==> config.mk <==
export PLATFORM = sky130hd
export DESIGN_NAME = rom_read_image_sniffer
export DESIGN_NICKNAME = d
export VERILOG_FILES = /design/src/hw/rtl/rrs_pkg.sv /design/src/hw/rtl/rrs_core.sv /design/src/hw/rtl/rom_read_image_sniffer.sv
export SDC_FILE = /design/constraint.sdc
export NUM_CORES = 1
export LEC_CHECK = 0
export CAP_MARGIN = 30
export CORE_ASPECT_RATIO = 1.1
export CORE_MARGIN = 3
export CORE_UTILIZATION = 55
export DETAILED_ROUTE_END_ITERATION = 10
export DONT_BUFFER_PORTS = 1
export PLACE_DENSITY = 0.77
export SETUP_SLACK_MARGIN = 0.02
export SLEW_MARGIN = 40
export SYNTH_ARGS = -nofsm -noshare
export SYNTH_HDL_FRONTEND = slang
export SYNTH_SLANG_ARGS = --single-unit
==> constraint.sdc <==
create_clock -name clk -period 4.36 [get_ports clk]
set_input_delay 1.308 -clock clk [delete_from_list [all_inputs] [get_ports clk]]
set_output_delay 1.308 -clock clk [all_outputs]
set_load 0.05 [all_outputs]
==> src/hw/rtl/rrs_pkg.sv <==
// Package for the boot-ROM read sniffer: phase encoding, pattern bytes,
// header offsets and the result struct passed from the core to the top level.
// No dependencies.
`default_nettype none

package rrs_pkg;

    // Sniffer phase; every code of the 4-bit field is a real phase
    typedef enum logic [3:0] {
        PH_IDLE  = 4'd0,
        PH_NAME1 = 4'd1,
        PH_NAME2 = 4'd2,
        PH_NAME3 = 4'd3,
        PH_NAME4 = 4'd4,
        PH_NAME5 = 4'd5,
        PH_NAMED = 4'd6,
        PH_SEEK  = 4'd7,
        PH_MAG1  = 4'd8,
        PH_MAG2  = 4'd9,
        PH_MAG3  = 4'd10,
        PH_HDR   = 4'd11,
        PH_SCAN  = 4'd12,
        PH_CALL1 = 4'd13,
        PH_CALL2 = 4'd14,
        PH_CALL3 = 4'd15
    } phase_t;

    // Directory-entry field offsets (count after increment)
    localparam logic [3:0] ZERO_LAST  = 4'd4;
    localparam logic [3:0] SKIP_LAST  = 4'd6;
    localparam logic [3:0] SIZE_B0    = 4'd7;
    localparam logic [3:0] SIZE_B1    = 4'd8;
    localparam logic [3:0] SIZE_B2    = 4'd9;

    // ELF header offsets holding the expected size, LSB first
    localparam logic [6:0] HDR_FIRST  = 7'd69;
    localparam logic [6:0] HDR_LAST   = 7'd72;

    localparam logic [31:0] SIZE_ADJUST = 32'd556;

    localparam logic [7:0] MAGIC0 = 8'h7F;
    localparam logic [7:0] CALL0  = 8'h07;
    localparam logic [7:0] CALL3  = 8'h24;

    // One step result: trigger, phase after the step, stored size
    typedef struct packed {
        logic        inject_start;
        phase_t      phase;
        logic [31:0] target_size;
    } rrs_step_t;

    // Expected directory-name byte for the number of bytes already seen
    function automatic logic [7:0] name_byte(input phase_t p);
        logic [7:0] b;
        case (p)
            PH_IDLE:  b = 8'h4F;
            PH_NAME1: b = 8'h53;
            PH_NAME2: b = 8'h44;
            PH_NAME3: b = 8'h53;
            PH_NAME4: b = 8'h59;
            PH_NAME5: b = 8'h53;
            default:  b = 8'h00;
        endcase
        return b;
    endfunction

    // Expected ELF magic byte in the magic phases
    function automatic logic [7:0] magic_byte(input phase_t p);
        logic [7:0] b;
        case (p)
            PH_MAG1: b = 8'h45;
            PH_MAG2: b = 8'h4C;
            PH_MAG3: b = 8'h46;
            default: b = 8'h00;
        endcase
        return b;
    endfunction

    // Expected call-pattern byte in the middle call phases
    function automatic logic [7:0] call_byte(input phase_t p);
        logic [7:0] b;
        case (p)
            PH_CALL1: b = 8'h00;
            PH_CALL2: b = 8'h03;
            default:  b = 8'h00;
        endcase
        return b;
    endfunction

endpackage

`default_nettype wire

==> src/hw/rtl/rrs_core.sv <==
// Sniffer state machine: phase, directory and header counters, size capture
// and the bounded scan for the call pattern. One byte per enabled cycle.
// Depends on rrs_pkg.
`default_nettype none

module rrs_core
    import rrs_pkg::*;
(
    input  wire logic      clk,
    input  wire logic      rst_n,
    input  wire logic      step_en,
    input  wire logic [7:0] rom_byte,
    output rrs_step_t      result
);

    phase_t      phase_reg,         phase_next;
    logic [3:0]  header_count_reg,  header_count_next;
    logic [23:0] size_bytes_reg,    size_bytes_next;
    logic [6:0]  elf_count_reg,     elf_count_next;
    logic [31:0] image_size_reg,    image_size_next;
    logic [31:0] bytes_scanned_reg, bytes_scanned_next;
    logic        fire;

    logic [3:0]  hc_inc;
    logic [6:0]  ec_inc;
    logic [31:0] bs_inc;
    logic [7:0]  want_byte;

    assign hc_inc = header_count_reg + 4'd1;
    assign ec_inc = elf_count_reg + 7'd1;
    assign bs_inc = bytes_scanned_reg + 32'd1;

    // Pick the stored-size byte compared at this header offset
    always_comb
    begin
        case (ec_inc[1:0] - HDR_FIRST[1:0])
            2'd0:    want_byte = image_size_reg[7:0];
            2'd1:    want_byte = image_size_reg[15:8];
            2'd2:    want_byte = image_size_reg[23:16];
            default: want_byte = image_size_reg[31:24];
        endcase
    end

    // Next state
    always_comb
    begin
        phase_next         = phase_reg;
        header_count_next  = header_count_reg;
        size_bytes_next    = size_bytes_reg;
        elf_count_next     = elf_count_reg;
        image_size_next    = image_size_reg;
        bytes_scanned_next = bytes_scanned_reg;

        case (phase_reg)
            PH_IDLE, PH_NAME1, PH_NAME2, PH_NAME3, PH_NAME4, PH_NAME5:
            begin
                if (rom_byte == name_byte(phase_reg))
                    phase_next = phase_t'(phase_reg + 4'd1);
                else
                    phase_next = PH_IDLE;
            end
            PH_NAMED:
            begin
                header_count_next = hc_inc;
                if (hc_inc <= ZERO_LAST)
                begin
                    // Zero run broken: abandon this entry
                    if (rom_byte != 8'h00)
                    begin
                        header_count_next = 4'd0;
                        phase_next        = PH_SEEK;
                    end
                end
                else if (hc_inc <= SKIP_LAST)
                begin
                    // skip two bytes
                end
                else if (hc_inc == SIZE_B0)
                    size_bytes_next[7:0] = size_bytes_reg[7:0] | rom_byte;
                else if (hc_inc == SIZE_B1)
                    size_bytes_next[15:8] = size_bytes_reg[15:8] | rom_byte;
                else if (hc_inc == SIZE_B2)
                    size_bytes_next[23:16] = size_bytes_reg[23:16] | rom_byte;
                else
                begin
                    image_size_next   = {rom_byte, size_bytes_reg} - SIZE_ADJUST;
                    size_bytes_next   = 24'd0;
                    header_count_next = 4'd0;
                    phase_next        = PH_SEEK;
                end
            end
            PH_SEEK:
            begin
                if (rom_byte == MAGIC0)
                    phase_next = PH_MAG1;
            end
            PH_MAG1, PH_MAG2, PH_MAG3:
            begin
                if (rom_byte == magic_byte(phase_reg))
                    phase_next = phase_t'(phase_reg + 4'd1);
                else
                    phase_next = PH_SEEK;
            end
            PH_HDR:
            begin
                elf_count_next = ec_inc;
                if (ec_inc >= HDR_FIRST && ec_inc <= HDR_LAST && rom_byte != want_byte)
                begin
                    elf_count_next = 7'd0;
                    phase_next     = PH_SEEK;
                end
                else if (ec_inc >= HDR_LAST)
                begin
                    elf_count_next = 7'd0;
                    phase_next     = (ec_inc == HDR_LAST) ? PH_SCAN : PH_SEEK;
                end
            end
            PH_SCAN:
            begin
                // Give up once the count reaches the stored size
                if (bs_inc >= image_size_reg)
                begin
                    bytes_scanned_next = 32'd0;
                    phase_next         = PH_SEEK;
                end
                else
                begin
                    bytes_scanned_next = bs_inc;
                    if (rom_byte == CALL0)
                        phase_next = PH_CALL1;
                end
            end
            PH_CALL1, PH_CALL2:
            begin
                bytes_scanned_next = bs_inc;
                if (rom_byte == call_byte(phase_reg))
                    phase_next = phase_t'(phase_reg + 4'd1);
                else
                    phase_next = PH_SCAN;
            end
            PH_CALL3:
            begin
                bytes_scanned_next = 32'd0;
                phase_next         = PH_SEEK;
            end
            default:
            begin
                phase_next = PH_IDLE;
            end
        endcase
    end

    // Outputs: pulse on the last call byte
    always_comb
    begin
        fire = 1'b0;
        case (phase_reg)
            PH_CALL3: fire = (rom_byte == CALL3);
            default:  fire = 1'b0;
        endcase
    end

    assign result.inject_start = fire;
    assign result.phase        = phase_next;
    assign result.target_size  = image_size_next;

    // Advance state on each consumed byte
    always_ff @(posedge clk or negedge rst_n)
    begin
        if (!rst_n)
        begin
            phase_reg         <= PH_IDLE;
            header_count_reg  <= 4'd0;
            size_bytes_reg    <= 24'd0;
            elf_count_reg     <= 7'd0;
            image_size_reg    <= 32'd0;
            bytes_scanned_reg <= 32'd0;
        end
        else if (step_en)
        begin
            phase_reg         <= phase_next;
            header_count_reg  <= header_count_next;
            size_bytes_reg    <= size_bytes_next;
            elf_count_reg     <= elf_count_next;
            image_size_reg    <= image_size_next;
            bytes_scanned_reg <= bytes_scanned_next;
        end
    end

endmodule

`default_nettype wire

==> src/hw/rtl/rom_read_image_sniffer.sv <==
// Top level of the boot-ROM read sniffer: input register, step core and
// result register with valid/ready on both sides.
// Depends on rrs_pkg and rrs_core.
//
//   channel | direction | handshake          | payload
//   --------+-----------+--------------------+------------------------------------
//   in      | to block  | in_valid/in_ready  | rom_byte[7:0]
//   out     | from block| out_valid/out_ready| inject_start, phase[3:0], target_size
//
// One byte per cycle while out_ready is high; each byte gives exactly one result.
// The path runs through the input register, then one step of the core into the
// result register. The 32-bit scan compare sets the critical path.
// Reset (rst_n low, asynchronous) returns the block to the name search.
// A stalled output holds its result; the input register still takes one
// more byte, after which in_ready drops until out_ready returns.
`default_nettype none

module rom_read_image_sniffer
    import rrs_pkg::*;
(
    input  wire logic        clk,
    input  wire logic        rst_n,
    input  wire logic        in_valid,
    output logic             in_ready,
    input  wire logic [7:0]  rom_byte,
    output logic             out_valid,
    input  wire logic        out_ready,
    output logic             inject_start,
    output logic [3:0]       phase,
    output logic [31:0]      target_size
);

    logic       in_valid_reg;
    logic [7:0] in_byte_reg;
    logic       out_valid_reg;
    rrs_step_t  result_reg;
    rrs_step_t  step_result;
    logic       advance;
    logic       step_en;

    // Move the pipeline when the result register is free or being taken
    assign advance  = !out_valid_reg || out_ready;
    assign in_ready = !in_valid_reg || advance;
    assign step_en  = in_valid_reg && advance;

    // Hold the incoming transaction
    always_ff @(posedge clk or negedge rst_n)
    begin
        if (!rst_n)
            in_valid_reg <= 1'b0;
        else if (in_ready)
            in_valid_reg <= in_valid;
    end

    always_ff @(posedge clk)
    begin
        if (in_valid && in_ready)
            in_byte_reg <= rom_byte;
    end

    rrs_core u_core (
        .clk      (clk),
        .rst_n    (rst_n),
        .step_en  (step_en),
        .rom_byte (in_byte_reg),
        .result   (step_result)
    );

    // Register the result transaction
    always_ff @(posedge clk or negedge rst_n)
    begin
        if (!rst_n)
            out_valid_reg <= 1'b0;
        else if (advance)
            out_valid_reg <= in_valid_reg;
    end

    always_ff @(posedge clk)
    begin
        if (step_en)
            result_reg <= step_result;
    end

    assign out_valid    = out_valid_reg;
    assign inject_start = result_reg.inject_start;
    assign phase        = result_reg.phase;
    assign target_size  = result_reg.target_size;

endmodule

`default_nettype wire

==> results.toml <==
[synthesis]
syn_inst = 955
yosys_most_used_dff = "dfrtp_1"
yosysWarnings = 0
yosysSeqAreaShare_pct = 43.3
syn_nets = 1013
synthesis.area_mm2 = 0.00920
synth-seq-cells = 150
synth_cell_type_count = 80
syn_area_per_cell_um2 = 9.63
synthArstFlopShare_pct = 70.0
synth_edf_count = 45

[hold_path]
min_path_type = "flop to flop"

[power]
power_frac_seq_pct = 50.2
clkPwrFrac_pct = 43.2
combPwrFrac_pct = 6.6
powerDensity_mw_per_mm2 = 338
power_switching_uw = 976
power.leakage_nw = 4.32
vdd.ir_drop.worst_v = 0.000277
p_sw_share_pct = 29.2
internal-power_mw = 2.37

[setup_path]
path_cells = "ha_1 > inv_1 > nor3_4 > and2_1 > and3_2 > nand4_1 > xnor2_1 > ha_1 > nand2_1 > nor2_1 > nand4_1 > a2111o_1 > o21a_2 > a21boi_4 > nor2_4 > a22o_1"
path_class = "flop to flop"
endpoint_kind = "flop"
cp_max_fo = 19
slowest_stage = "a2111o_1"
critPathArrivalTime_ns = 4.38
cp-start-kind = "flop"
slowest_delay_ns = 0.44
worstPathRequired_ns = 4.68

[timing]
finalHoldViolCount = 0
skew_ns = 0.0120
setup_viol = 0
max_slew_margin_pct = 49.8
fmax_ghz = 0.246
fin_setup_tns_ns = 0
tightest_slew_ns = 0.754
fin_crit_sh_pct = 93.3
grt_setup_unrepaired = "false"
slew_viol_final = 0
finalCriticalPeriod_ns = 4.07
fin_ws_ns = 0.294

[floorplanning]
design.die.area_mm2 = 0.0183
io_pins = 51
die-width_um = 129
rows = 48
die_y_um = 142
coreArea_mm2 = 0.0160
start_util_pct = 57.4

[routing]
ant_nets = 0
postRouteWirelength_mm = 22.0
routedWlPerCell_um = 19.1
initialDrtViolationCount = 773
via_per_inst = 6.16
num_vias = 7091
dr.pass1.iters = 5
drc = 0

[clock_tree]
h-tree-depth = 4
cts_made_buffers = 17
postCtsHoldBufs = 0
cts.sinks = 150
clock_latency_ns = 0.43
cts_tree = "built"
cts-root-buf = "clkbuf_16"
clock_path_buffers = 2
clkSlewWorstSetupHoldPaths_ns = 0.07

[cells_and_area]
multiInputGateArea_mm2 = 0.00480
seq_area_mm2 = 0.00398
drive_gt1_share_pct = 11.8
num_antenna_cells = 0
fin_nets = 997
final_core_utilization_pct = 61.8
syn_to_final_growth_pct = 7.79
fin_cells = 1152
fillCellCount = 1278

[global_route]
grt_pass1_vias = 6650
grt_start_max_net_pins = 106
overflow = 0
grt_first_pass_wirelength_mm = 35.6
antenna_found_initial = 0
track_usage_pct = 24.9

[placement]
dpl.cell_count = 1119
port_buffers = 0
pre_cts_slack_ns = 0.111
globalplace.congestion = 0.914
dpl.hpwl_mm = 15.3

[run]
maxCapViolCount = 0

[run_status]
status = "finished clean"
[worst paths after layout]
kind / to / cells after the start / start / slack [ns]
setup / recovery: u_core.bytes_scanned_reg[5] / 16 / u_core.bytes_scanned_reg[0] / 0.29
hold / removal: out_valid / 1 / in_valid_reg / 0.48
setup reg to reg: u_core.bytes_scanned_reg[5] / 16 / u_core.bytes_scanned_reg[0] / 0.29
hold reg to reg: out_valid / 1 / in_valid_reg / 0.48
max in group asynchronous: u_core.image_size_reg[31] / 0 / rst_n / 3.64
min in group asynchronous: out_valid / 0 / rst_n / 0.57
[power by group through the flow]
stage / clock network [mW] / registers (mW) / logic, mW
finish: 1.45 / 1.68 / 0.220
floorplan: 0 / 1.67 / 0.180
global placement: 0 / 1.71 / 0.212
detailed placement: 0 / 1.71 / 0.217
CTS: 1.48 / 1.68 / 0.218
global route: 1.53 / 1.69 / 0.243
[Yosys cell counts, types with 12 or more instances]
cell	instances	area (um2)
a21oi_2	19	166
a21oi_1	49	245
a22o_1	23	201
buf_2	18	90.1
nand2_1	84	315
clkbuf_1	21	78.8
a21o_1	16	120
nand3_1	27	135
nand4_1	15	93.8
dfrtp_1	105	2630
inv_1	47	176
nor2_1	93	349
xnor2_1	47	412
edfxtp_1	45	1350
nor3_1	21	105
xor2_1	23	201
o21ai_0	59	295
ha_1	46	576
and3_1	12	75.1
[metrics by stage]
step                instance area, um2  power [mW]  hold slack [ns]
global placement                  9300        1.92            0.465
CTS                               9880        3.38            0.486
global route                      9920        3.46            0.506
floorplan                         9200        1.85            0.457
detailed placement                9300        1.93            0.485
finish                            9920        3.35            0.482
[kinds of logic after synthesis]
family                   Yosys count  share of synthesized area, %
AND/OR/NAND/NOR                  324                          17.7
XOR/XNOR                          71                          6.84
buffers and inverters             99                          4.91
flip-flops                       150                          43.3
adder cells (fa/ha/maj)           46                          6.26
multiplexers                      23                          2.84
AO/OA/AOI/OAI                    242                          18.2
[layer usage]
layer,vias up,wire (um),global-route usage (%)
met3,44,1030,3.88
met4,0,575,8.62
met1,3427,10100,36.3
li1,3391,-,-
met5,-,0,0
met2,229,10200,37.8
[cell usage in the layout, fill, tap and decap left out, drive strengths merged, types with 5 or more instances in the layout]
cell type	count
mux2	13
buf	16
o21a	9
nand4	15
a211oi	7
o21ai	69
or3	7
nand3	28
a21oi	68
nor4	10
xnor2	48
a222oi	8
a22o	23
clkbuf	17
nand2	85
ha	46
o31ai	5
dfrtp	105
inv	58
mux2i	10
nor3	24
xor2	23
nor2	95
and3	12
nand2b	8
edfxtp	45
nor2b	12
a21o	16
and2	8
[area by class of cell]
| cell class | count | area share [%] |
|---|---|---|
| multi-input cells | 706 | 48.4 |
| flip-flops and latches | 150 | 40.1 |
| clock buffers | 17 | 4.29 |
| well taps | 200 | 2.52 |
| inverters | 48 | 1.82 |
| clock inverters | 15 | 1.62 |
| repair buffers | 16 | 1.21 |
[worst max-delay path, delay by kind of cell, from the launching register on]
family / cells / cell delay (ns)
buf+inv: 1 / 0.12
flops: 1 / 0.43
compound gates: 4 / 1.28
fa+ha+maj: 2 / 0.53
simple gates: 8 / 1.40
xor+xnor: 1 / 0.18
[what timing repair did]
item,in CTS,in global routing
endpoints found under the setup margin,0,28
gates resized for setup,0,5
setup buffers,0,1
(Power assumes the default switching activity.)
